--- src/sv/pbp_pkg.sv ---
// ----------------------------------------------------------------------------
// pbp_pkg
// Types and constants for the page buffer pool frame table.
// ----------------------------------------------------------------------------
package pbp_pkg;

    localparam int FRAMES_DEF    = 8;
    localparam int PAGE_BITS_DEF = 24;
    localparam int PIN_W         = 16;
    localparam int STAMP_W       = 32;
    localparam int CNT_W         = 32;

    // Command codes.
    localparam logic [2:0] CMD_PIN      = 3'd0;
    localparam logic [2:0] CMD_UNPIN    = 3'd1;
    localparam logic [2:0] CMD_DIRTY    = 3'd2;
    localparam logic [2:0] CMD_FLUSH    = 3'd3;
    localparam logic [2:0] CMD_SHUTDOWN = 3'd4;

    // Status codes.
    localparam logic [2:0] ST_HIT      = 3'd0;
    localparam logic [2:0] ST_LOADED   = 3'd1;
    localparam logic [2:0] ST_NO_FRAME = 3'd2;
    localparam logic [2:0] ST_ABSENT   = 3'd3;
    localparam logic [2:0] ST_BUSY     = 3'd4;
    localparam logic [2:0] ST_DONE     = 3'd5;

    // Register indexes.
    localparam logic REG_POLICY = 1'b0;
    localparam logic REG_FRAMES = 1'b1;

    typedef enum logic [3:0] {
        S_IDLE,
        S_SCAN_RD,
        S_SCAN,
        S_DECIDE,
        S_WRITE,
        S_FLUSH_RD,
        S_FLUSH,
        S_CLEAR,
        S_OUT
    } state_t;

endpackage

--- src/sv/page_buffer_pool_replacement.sv ---
// Sequence: a command passes read setup, a scan of the frames in use frame by frame
// (stopping at the first match), decide and write; a flush sweep then reads, checks
// and outputs each frame in turn, and ends with the final result.
// Flow: one command at a time; s_tready returns in the cycle after the last result
// is taken.
// Reset: valid, pin and dirty bits clear, timer and counters zero, policy LRU, 8 frames.
// ----------------------------------------------------------------------------
// page_buffer_pool_replacement
// Frame table with pin, unpin, mark dirty, flush and shutdown commands,
// tag and stamp kept in a synchronous memory and swept frame by frame.
// ----------------------------------------------------------------------------
module page_buffer_pool_replacement
    import pbp_pkg::*;
#(
    parameter int FRAMES    = FRAMES_DEF,
    parameter int PAGE_BITS = PAGE_BITS_DEF
)
(
    input  logic        clk,
    input  logic        rst_n,
    input  logic        psel,
    input  logic        penable,
    input  logic        pwrite,
    input  logic [2:0]  paddr,
    input  logic [31:0] pwdata,
    output logic [31:0] prdata,
    output logic        pready,
    input  logic        s_tvalid,
    output logic        s_tready,
    // tdata: command[2:0], page_number[PAGE_BITS+2:3], zero fill
    input  logic [((PAGE_BITS+3+7)/8)*8-1:0] s_tdata,
    output logic        m_tvalid,
    input  logic        m_tready,
    // tdata: status, frame, pin_count, load_page, write_back,
    // write_back_page, read_count, write_count from bit 0 up, zero fill
    output logic [((PAGE_BITS+3+3+PIN_W+2+2*CNT_W+7)/8)*8-1:0] m_tdata,
    output logic        m_tlast
);

    localparam int FW   = (FRAMES > 1) ? $clog2(FRAMES) : 1;
    localparam int NW   = $clog2(FRAMES + 1);
    localparam int MW   = PAGE_BITS + STAMP_W;
    localparam int OW   = ((PAGE_BITS + 3 + 3 + PIN_W + 2 + 2 * CNT_W + 7) / 8) * 8;

    // Configuration registers.
    logic       policy_reg;
    logic [3:0] frames_reg;
    logic       cfg_wr;
    assign pready = 1'b1;
    assign cfg_wr = psel && penable && pwrite;
    always_ff @(posedge clk or negedge rst_n)
    begin
        if (!rst_n)
        begin
            policy_reg <= 1'b1;
            frames_reg <= 4'd8;
        end
        else if (cfg_wr)
        begin
            if (paddr[2] == REG_POLICY)
                policy_reg <= pwdata[0];
            else
                frames_reg <= pwdata[3:0];
        end
    end
    assign prdata = (paddr[2] == REG_POLICY) ? {31'd0, policy_reg} : {28'd0, frames_reg};

    // Frames in use, clamped to one through FRAMES.
    logic [NW-1:0] n_act;
    always_comb
    begin
        if (frames_reg == 4'd0)
            n_act = NW'(1);
        else if (32'(frames_reg) > FRAMES)
            n_act = NW'(FRAMES);
        else
            n_act = NW'(frames_reg);
    end

    // Per frame flags in flip-flops, tag and stamp in memory.
    logic [FRAMES-1:0] valid_reg, dirty_reg;
    logic [PIN_W-1:0]  pins_reg [FRAMES];
    logic [MW-1:0]     mem [FRAMES];
    logic [MW-1:0]     rd_data;
    logic [FW-1:0]     rd_addr;
    logic              mem_we;
    logic [FW-1:0]     wr_addr;
    logic [MW-1:0]     wr_data;
    always_ff @(posedge clk)
    begin
        if (mem_we)
            mem[wr_addr] <= wr_data;
        rd_data <= mem[rd_addr];
    end
    logic [PAGE_BITS-1:0] rd_tag;
    logic [STAMP_W-1:0]   rd_stamp;
    assign rd_tag   = rd_data[PAGE_BITS-1:0];
    assign rd_stamp = rd_data[MW-1:PAGE_BITS];

    // Control and working registers.
    state_t state_reg, state_next;
    logic [2:0]           cmd_reg;
    logic [PAGE_BITS-1:0] page_reg;
    logic [NW-1:0]        idx_reg;   // read issue index
    logic [NW-1:0]        cur_reg;   // index whose data is on rd_data
    logic                 found_reg, hit_reg, vic_reg, ful_reg;
    logic [FW-1:0]        slot_reg, vidx_reg;
    logic [PAGE_BITS-1:0] vtag_reg;  // tag of the current victim
    logic [STAMP_W-1:0]   best_reg;
    logic [STAMP_W-1:0]   timer_reg;
    logic [CNT_W-1:0]     loads_reg, writes_reg;
    logic                 out_valid_reg, out_last_reg;
    logic [2:0]           o_status_reg, o_frame_reg;
    logic [PIN_W-1:0]     o_pins_reg;
    logic                 o_load_reg, o_wb_reg;
    logic [PAGE_BITS-1:0] o_wbpage_reg;
    logic                 ret_flush_reg; // after result, continue flush
    logic                 sd_reg;        // shutdown in progress

    logic [FW-1:0] cur_f;
    assign cur_f = cur_reg[FW-1:0];
    assign rd_addr = idx_reg[FW-1:0];

    assign s_tready = (state_reg == S_IDLE) && !out_valid_reg;
    assign m_tvalid = out_valid_reg;
    assign m_tlast  = out_last_reg;
    assign m_tdata  = OW'({writes_reg, loads_reg, o_wbpage_reg, o_wb_reg,
                          o_load_reg, o_pins_reg, o_frame_reg, o_status_reg});

    // Next state.
    always_comb
    begin
        state_next = state_reg;
        case (state_reg)
            S_IDLE:
                if (s_tvalid && s_tready)
                begin
                    if (s_tdata[2:0] == CMD_FLUSH || s_tdata[2:0] == CMD_SHUTDOWN
                        || s_tdata[2:0] == CMD_PIN || s_tdata[2:0] == CMD_UNPIN
                        || s_tdata[2:0] == CMD_DIRTY)
                        state_next = S_SCAN_RD;
                end
            S_SCAN_RD: state_next = S_SCAN;
            S_SCAN:
                if (found_reg || (idx_reg == n_act && cur_reg + NW'(1) == n_act))
                    state_next = S_DECIDE;
            S_DECIDE:  state_next = S_WRITE;
            S_WRITE:   state_next = S_OUT;
            S_FLUSH_RD: state_next = S_FLUSH;
            S_FLUSH:   state_next = S_OUT;
            S_CLEAR:   state_next = S_OUT;
            S_OUT:
                if (!out_valid_reg || m_tready)
                    state_next = ret_flush_reg ? S_FLUSH_RD : S_IDLE;
            default:   state_next = S_IDLE;
        endcase
    end

    // Datapath and outputs.
    logic [PIN_W-1:0] cp;
    logic             lru_hit;
    always_comb
    begin
        cp = pins_reg[slot_reg];
        lru_hit = policy_reg;
        mem_we  = (state_reg == S_WRITE) && cmd_reg == CMD_PIN && !ful_reg
                  && (!hit_reg || lru_hit);
        wr_addr = slot_reg;
        wr_data = hit_reg ? {timer_reg, page_reg} : {timer_reg, page_reg};
    end

    always_ff @(posedge clk or negedge rst_n)
    begin
        if (!rst_n)
        begin
            state_reg     <= S_IDLE;
            valid_reg     <= '0;
            dirty_reg     <= '0;
            for (int i = 0; i < FRAMES; i++)
                pins_reg[i] <= '0;
            timer_reg     <= '0;
            loads_reg     <= '0;
            writes_reg    <= '0;
            out_valid_reg <= 1'b0;
            ret_flush_reg <= 1'b0;
            sd_reg        <= 1'b0;
            idx_reg       <= '0;
            cur_reg       <= '0;
            found_reg     <= 1'b0;
        end
        else
        begin
            state_reg <= state_next;
            if (out_valid_reg && m_tready)
                out_valid_reg <= 1'b0;
            case (state_reg)
                S_IDLE:
                begin
                    cmd_reg   <= s_tdata[2:0];
                    page_reg  <= s_tdata[PAGE_BITS+2:3];
                    idx_reg   <= '0;
                    found_reg <= 1'b0;
                    hit_reg   <= 1'b0;
                    vic_reg   <= 1'b0;
                    ful_reg   <= 1'b0;
                    sd_reg    <= 1'b0;
                    slot_reg  <= '0;
                    ret_flush_reg <= 1'b0;
                end
                S_SCAN_RD:
                begin
                    // Issue the read of frame 0.
                    cur_reg <= idx_reg;
                    idx_reg <= idx_reg + NW'(1);
                end
                S_SCAN:
                begin
                    if (idx_reg != n_act)
                        idx_reg <= idx_reg + NW'(1);
                    cur_reg <= idx_reg;
                    // The first frame that qualifies is kept; a tie on victim stamp goes to the later frame.
                    if (!found_reg)
                    begin
                        case (cmd_reg)
                            CMD_PIN:
                            begin
                                if (!valid_reg[cur_f])
                                begin
                                    found_reg <= 1'b1;
                                    slot_reg  <= cur_f;
                                end
                                else if (rd_tag == page_reg)
                                begin
                                    found_reg <= 1'b1;
                                    hit_reg   <= 1'b1;
                                    slot_reg  <= cur_f;
                                end
                                else if (pins_reg[cur_f] == '0
                                         && (!vic_reg || rd_stamp <= best_reg))
                                begin
                                    vic_reg  <= 1'b1;
                                    best_reg <= rd_stamp;
                                    vidx_reg <= cur_f;
                                    vtag_reg <= rd_tag;
                                end
                            end
                            CMD_UNPIN, CMD_DIRTY:
                                if (valid_reg[cur_f] && rd_tag == page_reg)
                                begin
                                    found_reg <= 1'b1;
                                    hit_reg   <= 1'b1;
                                    slot_reg  <= cur_f;
                                end
                            CMD_SHUTDOWN:
                                if (pins_reg[cur_f] != '0)
                                begin
                                    found_reg <= 1'b1;
                                    hit_reg   <= 1'b1;
                                    slot_reg  <= cur_f;
                                end
                            default: ;
                        endcase
                    end
                end
                S_DECIDE:
                begin
                    if (cmd_reg == CMD_PIN && !found_reg)
                    begin
                        if (vic_reg)
                        begin
                            slot_reg <= vidx_reg;
                            idx_reg  <= NW'(vidx_reg);
                        end
                        else
                            ful_reg <= 1'b1;
                    end
                    else
                        idx_reg <= NW'(slot_reg);
                end
                S_WRITE:
                begin
                    // Flush and a shutdown that may proceed start the sweep instead.
                    out_valid_reg <= !(cmd_reg == CMD_FLUSH
                                       || (cmd_reg == CMD_SHUTDOWN && !hit_reg));
                    out_last_reg  <= 1'b1;
                    o_frame_reg   <= '0;
                    o_pins_reg    <= '0;
                    o_load_reg    <= 1'b0;
                    o_wb_reg      <= 1'b0;
                    o_wbpage_reg  <= '0;
                    case (cmd_reg)
                        CMD_PIN:
                            if (ful_reg)
                                o_status_reg <= ST_NO_FRAME;
                            else if (hit_reg)
                            begin
                                o_status_reg <= ST_HIT;
                                o_frame_reg  <= 3'(slot_reg);
                                o_pins_reg   <= cp;
                                if (cp != '1)
                                    pins_reg[slot_reg] <= cp + PIN_W'(1);
                                if (lru_hit)
                                    timer_reg <= timer_reg + STAMP_W'(1);
                            end
                            else
                            begin
                                o_status_reg <= ST_LOADED;
                                o_frame_reg  <= 3'(slot_reg);
                                o_pins_reg   <= cp;
                                o_load_reg   <= 1'b1;
                                if (valid_reg[slot_reg] && dirty_reg[slot_reg])
                                begin
                                    o_wb_reg     <= 1'b1;
                                    o_wbpage_reg <= vtag_reg;
                                    writes_reg   <= writes_reg + CNT_W'(1);
                                end
                                if (cp != '1)
                                    pins_reg[slot_reg] <= cp + PIN_W'(1);
                                valid_reg[slot_reg] <= 1'b1;
                                dirty_reg[slot_reg] <= 1'b0;
                                timer_reg <= timer_reg + STAMP_W'(1);
                                loads_reg <= loads_reg + CNT_W'(1);
                            end
                        CMD_UNPIN, CMD_DIRTY:
                            if (!hit_reg)
                                o_status_reg <= ST_ABSENT;
                            else
                            begin
                                o_status_reg <= ST_DONE;
                                o_frame_reg  <= 3'(slot_reg);
                                o_pins_reg   <= cp;
                                if (cmd_reg == CMD_DIRTY)
                                    dirty_reg[slot_reg] <= 1'b1;
                                else if (cp != '0)
                                    pins_reg[slot_reg] <= cp - PIN_W'(1);
                            end
                        CMD_SHUTDOWN:
                            if (hit_reg)
                            begin
                                o_status_reg <= ST_BUSY;
                                o_frame_reg  <= 3'(slot_reg);
                                o_pins_reg   <= cp;
                            end
                            else
                            begin
                                // Start the flush sweep, then empty the pool.
                                sd_reg        <= 1'b1;
                                ret_flush_reg <= 1'b1;
                                idx_reg       <= '0;
                            end
                        default:
                        begin
                            ret_flush_reg <= 1'b1;
                            idx_reg       <= '0;
                        end
                    endcase
                end
                S_FLUSH_RD:
                begin
                    cur_reg <= idx_reg;
                    idx_reg <= idx_reg + NW'(1);
                end
                S_FLUSH:
                begin
                    out_last_reg  <= 1'b0;
                    o_status_reg  <= ST_DONE;
                    o_pins_reg    <= '0;
                    o_load_reg    <= 1'b0;
                    if (cur_reg == n_act)
                    begin
                        // Final result of the sweep.
                        out_valid_reg <= 1'b1;
                        out_last_reg  <= 1'b1;
                        o_frame_reg   <= '0;
                        o_wb_reg      <= 1'b0;
                        o_wbpage_reg  <= '0;
                        ret_flush_reg <= 1'b0;
                        if (sd_reg)
                            for (int i = 0; i < FRAMES; i++)
                                if (i < int'(n_act))
                                begin
                                    valid_reg[i] <= 1'b0;
                                    dirty_reg[i] <= 1'b0;
                                end
                    end
                    else if (valid_reg[cur_f] && dirty_reg[cur_f] && pins_reg[cur_f] == '0)
                    begin
                        out_valid_reg <= 1'b1;
                        o_frame_reg   <= 3'(cur_f);
                        o_wb_reg      <= 1'b1;
                        o_wbpage_reg  <= rd_tag;
                        dirty_reg[cur_f] <= 1'b0;
                        writes_reg    <= writes_reg + CNT_W'(1);
                    end
                end
                default: ;
            endcase
        end
    end

endmodule

--- config.mk ---
export PLATFORM = sky130hd
export DESIGN_NAME = page_buffer_pool_replacement
export DESIGN_NICKNAME = d
export VERILOG_FILES = /design/src/sv/pbp_pkg.sv /design/src/sv/page_buffer_pool_replacement.sv
export SDC_FILE = /design/constraint.sdc
export NUM_CORES = 1
export LEC_CHECK = 0
export ABC_AREA = 1
export BUFFER_PORTS_ARGS = -buffer_cell sky130_fd_sc_hd__buf_2
export CAP_MARGIN = 20
export CORE_UTILIZATION = 40
export DETAILED_ROUTE_END_ITERATION = 12
export GPL_ROUTABILITY_DRIVEN = 0
export PLACE_DENSITY = 0.59
export SKIP_CTS_REPAIR_TIMING = 1
export SLEW_MARGIN = 5
export SYNTH_ARGS = -nofsm -noshare
export SYNTH_HDL_FRONTEND = slang
export SYNTH_SLANG_ARGS = --single-unit
export TNS_END_PERCENT = 10
--- constraint.sdc ---
create_clock -name clk -period 4.5 [get_ports clk]
set_input_delay 0 -clock clk [delete_from_list [all_inputs] [get_ports clk]]
set_output_delay 0 -clock clk [all_outputs]
set_load 0.02 [all_outputs]
== Word level (Yosys, flattened, before mapping) ==
Memories as Yosys holds them, arrays and structs flattened. A register that Yosys moved wholly into a read port is not among the register bits.
Cells that the tools add are included.

* Bits in read-only memories: 0
* Bits in latches: 0
* Word-level logic and storage cells: 418
* Input port bits: 74
* RAM bits: 448
* Register bits: 402
* Memories: 1

{| class="wikitable"
|+ Memories
! name !! depth !! width !! rd ports !! clocked after Yosys merged registers in !! wr ports !! RTL line !! text
|-
| mem || 8 || 56 || 1 || 1 || 1 || page_buffer_pool_replacement.sv:83 || <nowiki>logic [MW-1:0] mem [FRAMES];</nowiki>
|}

* Muxes and demuxes: 154
* $mul: 0
* Bitwise operators: 13
* Magnitude comparators: 17
* Eq/ne operators: 84
* Divide/modulo/power cells: 0
* Shift-type cells: 0
* Add/sub/neg operators: 7
* Reduce and logical (&&, ||, !) cells: 90

{| class="wikitable"
|+ Operators with widths
! operator !! count
|-
| 128-bit two-way mux || 5
|-
| 128-bit bitwise mux || 2
|-
| 32-bit two-way mux || 8
|-
| 128-bit one-hot mux with 2 select lines || 1
|-
| 24-bit two-way mux || 6
|-
| 16-bit two-way mux || 7
|-
| 32-bit by 1-bit adder with 32-bit output, second input constant || 3
|-
| 16-bit binary-select mux with 3-bit select || 2
|-
| 8-bit two-way mux || 11
|-
| 7-bit AND reduction || 12
|-
| 9-bit AND reduction || 9
|-
| 16-bit one-hot mux with 2 select lines || 2
|-
| 32-bit one-hot mux with 2 select lines || 1
|-
| 3-bit != test, second input constant || 21
|-
| 2-bit != test, second input constant || 31
|-
| 1-bit two-way mux || 50
|-
| 16-bit demux with 3-bit select || 1
|-
| 24-bit one-hot mux with 2 select lines || 1
|-
| 8-bit one-hot mux with 2 select lines || 3
|-
| 4-bit two-way mux || 11
|-
| 3-bit two-way mux || 14
|-
| 32-bit less-or-equal comparator || 1
|-
| 16-bit nonzero test || 2
|-
| 4-bit one-hot mux with 7 select lines || 1
|-
| 56 further kinds || 160
|}

== Depth between registers and ports, before layout ==
Gate-level depths: netlist (run 1).

* Depth after elaboration: 12
* Gate-level depth with buffers: 20
* Depth with buffers taken out: 18

== Worst setup path after synthesis (run 1) ==
Ideal clock, no wire load.

* Path type: reg-to-reg
* Start point: reg state_reg[3]
* End point: reg best_reg[0], enable pin
* Period minus slack after synthesis: 4.313 ns
* Path buffers: 0
* Path slack: 0.187 ns
* Stages on the path, launching flop included: 8
* Data arrival time: 3.836 ns
* Cell sequence: dfrtp_1 > nor2_1 > nand2_1 > nor2_1 > inv_1 > nor2_1 > nand2_1 > nor2_1

* Cells in the longest elaborated chain, start to end: 2

{| class="wikitable"
|+ Ends and longest elaborated chain
! element !! RTL line !! text
|-
| from (decl) || page_buffer_pool_replacement.sv:101 || <nowiki>state_t state_reg, state_next;</nowiki>
|-
| from (signal assigned) || page_buffer_pool_replacement.sv:193 || <nowiki>state_reg <= state_next;</nowiki>
|-
| 4-bit by 2-bit == test with 1-bit output || page_buffer_pool_replacement.sv:196 || <nowiki>case (state_reg)</nowiki>
|-
| 7-bit AND reduction (no line) || - ||
|-
| to (signal assigned) || page_buffer_pool_replacement.sv:242 || <nowiki>best_reg <= rd_stamp;</nowiki>
|-
| to (decl) || page_buffer_pool_replacement.sv:109 || <nowiki>logic [STAMP_W-1:0] best_reg;</nowiki>
|}

No other way between the ends.
A chain may end at the register's enable or synchronous reset.

== Final worst setup path (run 1) ==
* Start point: reg slot_reg[2]
* End point: reg pins_reg[73] (netlist bit)

* Cells in the longest elaborated chain, start to end: 10
* Elaborated cells between the ends (all ways): 24

{| class="wikitable"
|+ Ends and longest elaborated chain
! element !! RTL line !! text
|-
| from (decl) || page_buffer_pool_replacement.sv:107 || <nowiki>logic [FW-1:0] slot_reg, vidx_reg;</nowiki>
|-
| from (signal assigned) || page_buffer_pool_replacement.sv:230 || <nowiki>slot_reg <= cur_f;</nowiki>
|-
| from (signal assigned) || page_buffer_pool_replacement.sv:236 || <nowiki>slot_reg <= cur_f;</nowiki>
|-
| from (signal assigned) || page_buffer_pool_replacement.sv:252 || <nowiki>slot_reg <= cur_f;</nowiki>
|-
| 3-bit inverter with 4-bit output (not written as such) * || - ||
|-
| 16-bit binary-select mux with 3-bit select, or another cell as far along || page_buffer_pool_replacement.sv:164 || <nowiki>cp = pins_reg[slot_reg];</nowiki>
|-
| 16-bit two-way mux (not written as such) / 1-bit logical AND (equally long branches) || - ||
|-
| 16-bit two-way mux (on tied branches) || - ||
|-
| 16-bit by 1-bit subtractor with 16-bit output / 16-bit demux with 3-bit select (equally long branches) || page_buffer_pool_replacement.sv:335, page_buffer_pool_replacement.sv:301, page_buffer_pool_replacement.sv:318 ||
|-
| 128-bit bitwise mux || page_buffer_pool_replacement.sv:335 || <nowiki>pins_reg[slot_reg] <= cp - PIN_W'(1);</nowiki>
|-
| 128-bit two-way mux || page_buffer_pool_replacement.sv:334 || <nowiki>else if (cp != '0)</nowiki>
|-
| 128-bit two-way mux || page_buffer_pool_replacement.sv:332 || <nowiki>if (cmd_reg == CMD_DIRTY)</nowiki>
|-
| 128-bit two-way mux || page_buffer_pool_replacement.sv:325 || <nowiki>if (!hit_reg)</nowiki>
|-
| 128-bit one-hot mux with 2 select lines || page_buffer_pool_replacement.sv:291 || <nowiki>case (cmd_reg)</nowiki>
|-
| to (signal, indexed assignment) || page_buffer_pool_replacement.sv:301 || <nowiki>pins_reg[slot_reg] <= cp + PIN_W'(1);</nowiki>
|-
| to (signal, indexed assignment) || page_buffer_pool_replacement.sv:318 || <nowiki>pins_reg[slot_reg] <= cp + PIN_W'(1);</nowiki>
|-
| to (signal, indexed assignment) || page_buffer_pool_replacement.sv:335 ||
|-
| to (decl) || page_buffer_pool_replacement.sv:82 || <nowiki>logic [PIN_W-1:0] pins_reg [FRAMES];</nowiki>
|}

Mark *: on every way between the ends. The rest lies on a longest branch, timed or not. The select of a mux whose other input is x is not followed.

==> flow_summary.json, run 1 <==
{
  "hold_viol": 1,
  "slowest_stage": "edfxtp_1",
  "reg2reg_depth": 14,
  "power_density_mw_per_mm2": 529,
  "rrSetupSlack_ns": 0.83,
  "largest_reg_flops": 448,
  "drtIter0Drc": 3170,
  "cts_num_sinks": 906,
  "yosys_warnings": 0,
  "setup_ws_ns": 0.828,
  "worst_pin_slew_ns": 1.03,
  "diodes": 0,
  "worst-path-max-fanout": 17,
  "critPathLaunchType": "flop",
  "crit_top_cell": "nand2_1",
  "place_hpwl_mm": 76.1,
  "netlist-cell-type-count": 48,
  "ys_ff_latch": 906,
  "grt_first_pass_wirelength_mm": 181,
  "cts_tree": "yes",
  "dp_slack_ns": 0.891,
  "grt_overflow": 0,
  "timing.fmax_mhz": 272,
  "first_pass_iters": 8,
  "grt_start_max_net_pins": 122,
  "synth_area_leader_cell": "edfxtp_1",
  "synth.area.top_cells": "edfxtp_1, dfrtp_1, nand2_1",
  "ir_worst_vdd_v": 0.000416,
  "die_width_um": 324,
  "routed_wl_mm": 120,
  "worstPathCellList": "nor2_1, nand3_1, nand2_1, nor2_1, buf_4, nand2_1, nor2_1, inv_1, nor2_1, nand3_1, nand3_1, nand2_1, nand2_1, nand2_1",
  "cap_violations": 0,
  "hp-class": "in -> reg",
  "final_antenna_net_count": 0,
  "post_drt_via_cell_ratio": 5.31,
  "outcome": "finished with violations",
  "min_path_cells": 4,
  "violations": "hold timing",
  "final_common_cell": "nand2_1",
  "synthArstFlopShare_pct": 28.8,
  "synth_cells": 4434,
  "cpLargestDelayFamily": "simple AND/OR/NAND/NOR gates",
  "syn_to_final_growth_pct": 15.9,
  "setup_viol": 0,
  "power_leakage_uw": 0.0209,
  "die_height_um": 324,
  "htree_levels": 3,
  "whs_ns": -0.00887,
  "ios": 222,
  "post-route-period-util_pct": 81.6,
  "worstReg2RegStart": "slot_reg[2]",
  "yosysTopAreaCellShare_pct": 42.6,
  "synth-main-ff-cell": "edfxtp_1",
  "clock_latency_ns": 0.70,
  "track_usage_pct": 22.5,
  "rr_endpoint": "pins_reg[73]",
  "synth-edff-count": 589,
  "rsz0062_at_grt": "no",
  "cts_buffer_depth": 3,
  "io_buffers": 157,
  "fillers": 9622,
  "final_nets": 4786,
  "regArea_mm2": 0.0253,
  "maxSlewHeadroom_pct": 31.0,
  "initial_utilization_pct": 40.6,
  "placementRows": 117,
  "cp_slowest_stage_delay_ns": 0.85,
  "min_to": "frames_reg[0]",
  "avgSynthCellArea_um2": 9.37,
  "cp-end-kind": "flop",
  "seq_area_frac_synth_pct": 61.0,
  "final_max_slew_viol_count": 0,
  "drive_above_1_share_pct": 9.82,
  "path_clk_slew_ns": 0.06,
  "tns_ns": 0,
  "core_mm2": 0.102,
  "first_global_vias": 30200,
  "cts_buffers": 97,
  "vias": 32500,
  "skew_ns": 0.0369,
  "worst_hold_startpoint": "penable",
  "wl_per_cell_um": 19.6,
  "crit_type": "reg -> reg",
  "cts-root-buf": "clkbuf_16",
  "antenna_found_initial": 3,
  "period_minus_slack_ns": 3.67,
  "drc": 0,
  "die_area_mm2": 0.105,
  "multi_input_area_mm2": 0.0143,
  "cp.arrival_ns": 4.23,
  "worst-path-buf-inv": 2,
  "netlist_area_mm2": 0.0415,
  "most-common-layout-cells": "nand2_1, nor2_1, edfxtp_1",
  "crit_required_ns": 5.06
}
-- cell type report --
cell class | count | area share (%)
Sequential cell | 906 | 52.7
Clock inverter | 54 | 1.50
Multi-Input combinational cell | 3070 | 29.7
Clock buffer | 127 | 5.57
Timing Repair Buffer | 315 | 4.77
Tap cell | 1368 | 3.56
Inverter | 283 | 2.23
-- cells by family after synthesis --
| family | synth area share [%] |
|---|---|
| xor gates and xnor gates | 2.57 |
| buffers and inverters | 5.03 |
| AOI/OAI and AO/OA | 7.24 |
| DFF | 61.0 |
| other | 0.0181 |
| and+or+nand+nor | 23.0 |
| adders and majority gates | 1.17 |
-- power breakdown --
group / total (uW) / switching, uW / internal [uW]
clock: 8430 / 3490 / 4930
combinational: 6720 / 4780 / 1940
sequential: 10300 / 688 / 9640
total: 25500 / 8960 / 16500
-- worst max-delay path by stage --
| stage | startpoint | end | slack, ns | depth (start not counted) |
|---|---|---|---|---|
| final | slot_reg[2] | pins_reg[73] | 0.83 | 14 |
| after global routing | slot_reg[2] | pins_reg[54] | 0.63 | 16 |
| after CTS | slot_reg[2] | pins_reg[93] | 0.85 | 17 |
| after detailed placement | slot_reg[2] | pins_reg[93] | 0.89 | 17 |
| after global placement | slot_reg[2] | pins_reg[90] | 0.90 | 17 |
| after floorplan | state_reg[3] | best_reg[0] | 0.19 | 7 |
-- Yosys cell counts, types with 2 or more instances --
cell / number
or2_2: 7
a31oi_1: 60
inv_1: 277
o21ai_1: 7
clkbuf_1: 125
dfstp_2: 2
nor2_2: 8
edfxtp_1: 589
a21oi_1: 46
conb_1: 2
nor2_1: 650
dfrtp_1: 259
xnor2_1: 55
nand2_1: 1216
a32oi_1: 2
buf_2: 11
xor2_1: 67
buf_1: 6
nand2_2: 2
nor3_1: 49
nor3b_1: 3
o22ai_1: 90
o211ai_1: 3
ha_1: 39
nand3b_1: 4
nand3_1: 284
o21bai_1: 9
dfxtp_1: 56
buf_4: 53
clkinv_1: 2
nand4_1: 89
buf_6: 7
o22a_1: 4
o21ai_0: 312
a22oi_1: 7
inv_2: 3
nor4_1: 18
-- metrics by stage --
stage / power (uW) / std cells / instance area, um2 / util, %
finish: 25500 / 6123 / 48100 / 47.0
detailed placement: 17000 / 5885 / 44100 / 43.1
floorplan: 14600 / 4461 / 41600 / -
global placement: 17000 / 5885 / 44100 / 43.1
CTS: 25500 / 6066 / 47500 / 46.5
global route: 26600 / 6123 / 48100 / 47.0
-- routing by layer --
layer	GRT usage, %	vias to the layer above	part of all wire, %
met5	0	-	0.014
met2	36.1	1168	47
li1	-	15400	-
met3	3.68	245	6.5
met4	7.90	2	3.3
met1	30.8	15700	43
-- worst min-delay path: cells and delay by family --
family	cells	cell delay (ns)
compound gates	1	0.10
buf+inv	1	0.09
simple gates	2	0.44
(Power assumes the default switching activity.)
==> run 2: changes to the inputs <==
--- a/config.mk
+++ b/config.mk
@@ -11,7 +11,7 @@
 export CORE_UTILIZATION = 40
 export DETAILED_ROUTE_END_ITERATION = 12
 export GPL_ROUTABILITY_DRIVEN = 0
-export PLACE_DENSITY = 0.59
+export PLACE_DENSITY = 0.57
 export SKIP_CTS_REPAIR_TIMING = 1
 export SLEW_MARGIN = 5
 export SYNTH_ARGS = -nofsm -noshare
==> constraint.sdc (replaced) <==
create_clock -name clk -period 3.43 [get_ports clk]
set_input_delay 0 -clock clk [delete_from_list [all_inputs] [get_ports clk]]
set_output_delay 0 -clock clk [all_outputs]
set_load 0.02 [all_outputs]
==> flow_summary.json, run 2 (synthesized netlist as in run 1, its figures left out) <==
{
  "whs_ns": -0.00510,
  "drc": 0,
  "maxSlewHeadroom_pct": 35.0,
  "die_width_um": 324,
  "cts-root-buf": "clkbuf_16",
  "cts_buffer_depth": 3,
  "vias": 32000,
  "drive_above_1_share_pct": 10.1,
  "power_leakage_uw": 0.0210,
  "power_density_mw_per_mm2": 693,
  "violations": "hold timing",
  "worst_pin_slew_ns": 0.971,
  "setup_viol": 0,
  "die_height_um": 324,
  "post_drt_via_cell_ratio": 5.21,
  "cts_tree": "yes",
  "track_usage_pct": 22.0,
  "period_minus_slack_ns": 3.25,
  "place_inst": 5913,
  "instances_no_fill": 6146,
  "first_global_vias": 29700,
  "first_pass_iters": 7,
  "final_antenna_net_count": 0,
  "hold_viol": 2,
  "diodes": 0,
  "cap_violations": 0,
  "finalInstanceArea_mm2": 0.0485,
  "io_buffers": 157,
  "clock_latency_ns": 0.71,
  "final_max_slew_viol_count": 0,
  "largest_reg_flops": 448,
  "syn_to_final_growth_pct": 16.7,
  "worst-path-max-fanout": 16,
  "antenna_found_initial": 3,
  "htree_levels": 3,
  "grt_start_max_net_pins": 165,
  "path_clk_slew_ns": 0.06,
  "ir_worst_vdd_v": 0.000668,
  "cts_num_sinks": 906,
  "wl_per_cell_um": 19.0,
  "dp_slack_ns": 0.195,
  "post-route-period-util_pct": 94.8,
  "grt_overflow": 0,
  "cts_buffers": 97,
  "die_area_mm2": 0.105,
  "place_area_mm2": 0.0445,
  "final_common_cell": "nand2_1",
  "cp.arrival_ns": 3.84,
  "initial_utilization_pct": 40.6,
  "place_hpwl_mm": 77.0,
  "hp-class": "in -> reg",
  "drtIter0Drc": 3144,
  "final_nets": 4808,
  "critPathLaunchType": "flop",
  "crit_type": "reg -> reg",
  "cp-end-kind": "flop",
  "crit_required_ns": 4.02,
  "setup_ws_ns": 0.178,
  "most-common-layout-cells": "nand2_1, nor2_1, edfxtp_1",
  "grt_first_pass_wirelength_mm": 177,
  "outcome": "finished with violations",
  "routed_wl_mm": 117,
  "placementRows": 117,
  "skew_ns": 0.0572,
  "timing.fmax_mhz": 307,
  "core_mm2": 0.102,
  "ios": 222
}
==> run 2: changes by cell type in the layout (fill, tap and decap cells not counted), moves of 3 or more <==
cell       delta
buf_12       +11
buf_4        +11
clkinv_1      +6
clkbuf_1      +8
nand3_1       -3
bufinv_16     +3
nand3_2       +3
clkinv_2      -7
clkbuf_8      -7
==> run 2: cell type report <==
| type | instances | area, um2 |
|---|---|---|
| timing repair buffer | 337 | 2580 |
| tap | 1368 | 1710 |
| fill | 9632 | 53900 |
| clock inverter | 53 | 767 |
| sequential | 906 | 25300 |
| clock buffer | 129 | 2640 |
| multi-input combinational | 3070 | 14300 |
| inverter | 283 | 1080 |
==> run 2: path summary, 6_finish.rpt <==
check / startpoint / end / slack [ns] / cells past startpoint
worst min register to register: rd_data[5] / vtag_reg[5] / 0.43 / 0
worst max-delay path: slot_reg[2] / pins_reg[90] / 0.18 / 16
worst min-delay path: penable / frames_reg[3] / -0.005 / 5
min in group asynchronous: rst_n / cur_reg[0] / 0.53 / 4
max in group asynchronous: rst_n / timer_reg[24] / 1.96 / 4
worst max register to register: slot_reg[2] / pins_reg[90] / 0.18 / 16
==> run 2: routing by layer <==
layer	vias to the layer above	routed length, um	share of wire (%)	track usage (%)
li1	15400	-	-	-
met1	15400	51600	44	30.3
met2	993	54600	47	35.4
met3	227	6670	5.7	3.29
met4	0	4080	3.5	7.83
met5	-	0	0	0
==> run 2: per-stage QoR <==
stage	util (%)	TNS [ns]	power (uW)	hold slack, ns
4_1_cts	46.8	0	33700	-0.747
6_report	47.4	0	33600	-0.00510
5_1_grt	47.4	-0.0656	35200	-0.0118
2_1_floorplan	-	-301.91	19200	-0.296
3_5_place_dp	43.5	0	22600	-0.00670
3_3_place_gp	43.5	0	22500	-0.00483
==> run 2: power by group <==
group,internal (uW),switching (uW),total (uW)
combinational,2740,6300,9040
clock,6580,4470,11100
sequential,12600,843,13500
==> run 2: worst max-delay path, stage by stage, from the launching register on <==
cell	delay [ns]
edfxtp_1	0.55
inv_2	0.15
nor2_1	0.33
nand2_1	0.11
nor2_1	0.13
nor2_1	0.07
nand2_1	0.11
ha_1	0.18
nand2_1	0.07
nor2_1	0.33
nand3_1	0.17
nor2_1	0.34
nor2_4	0.13
nand3_1	0.11
buf_4	0.22
nand2_1	0.07
nand2_1	0.08
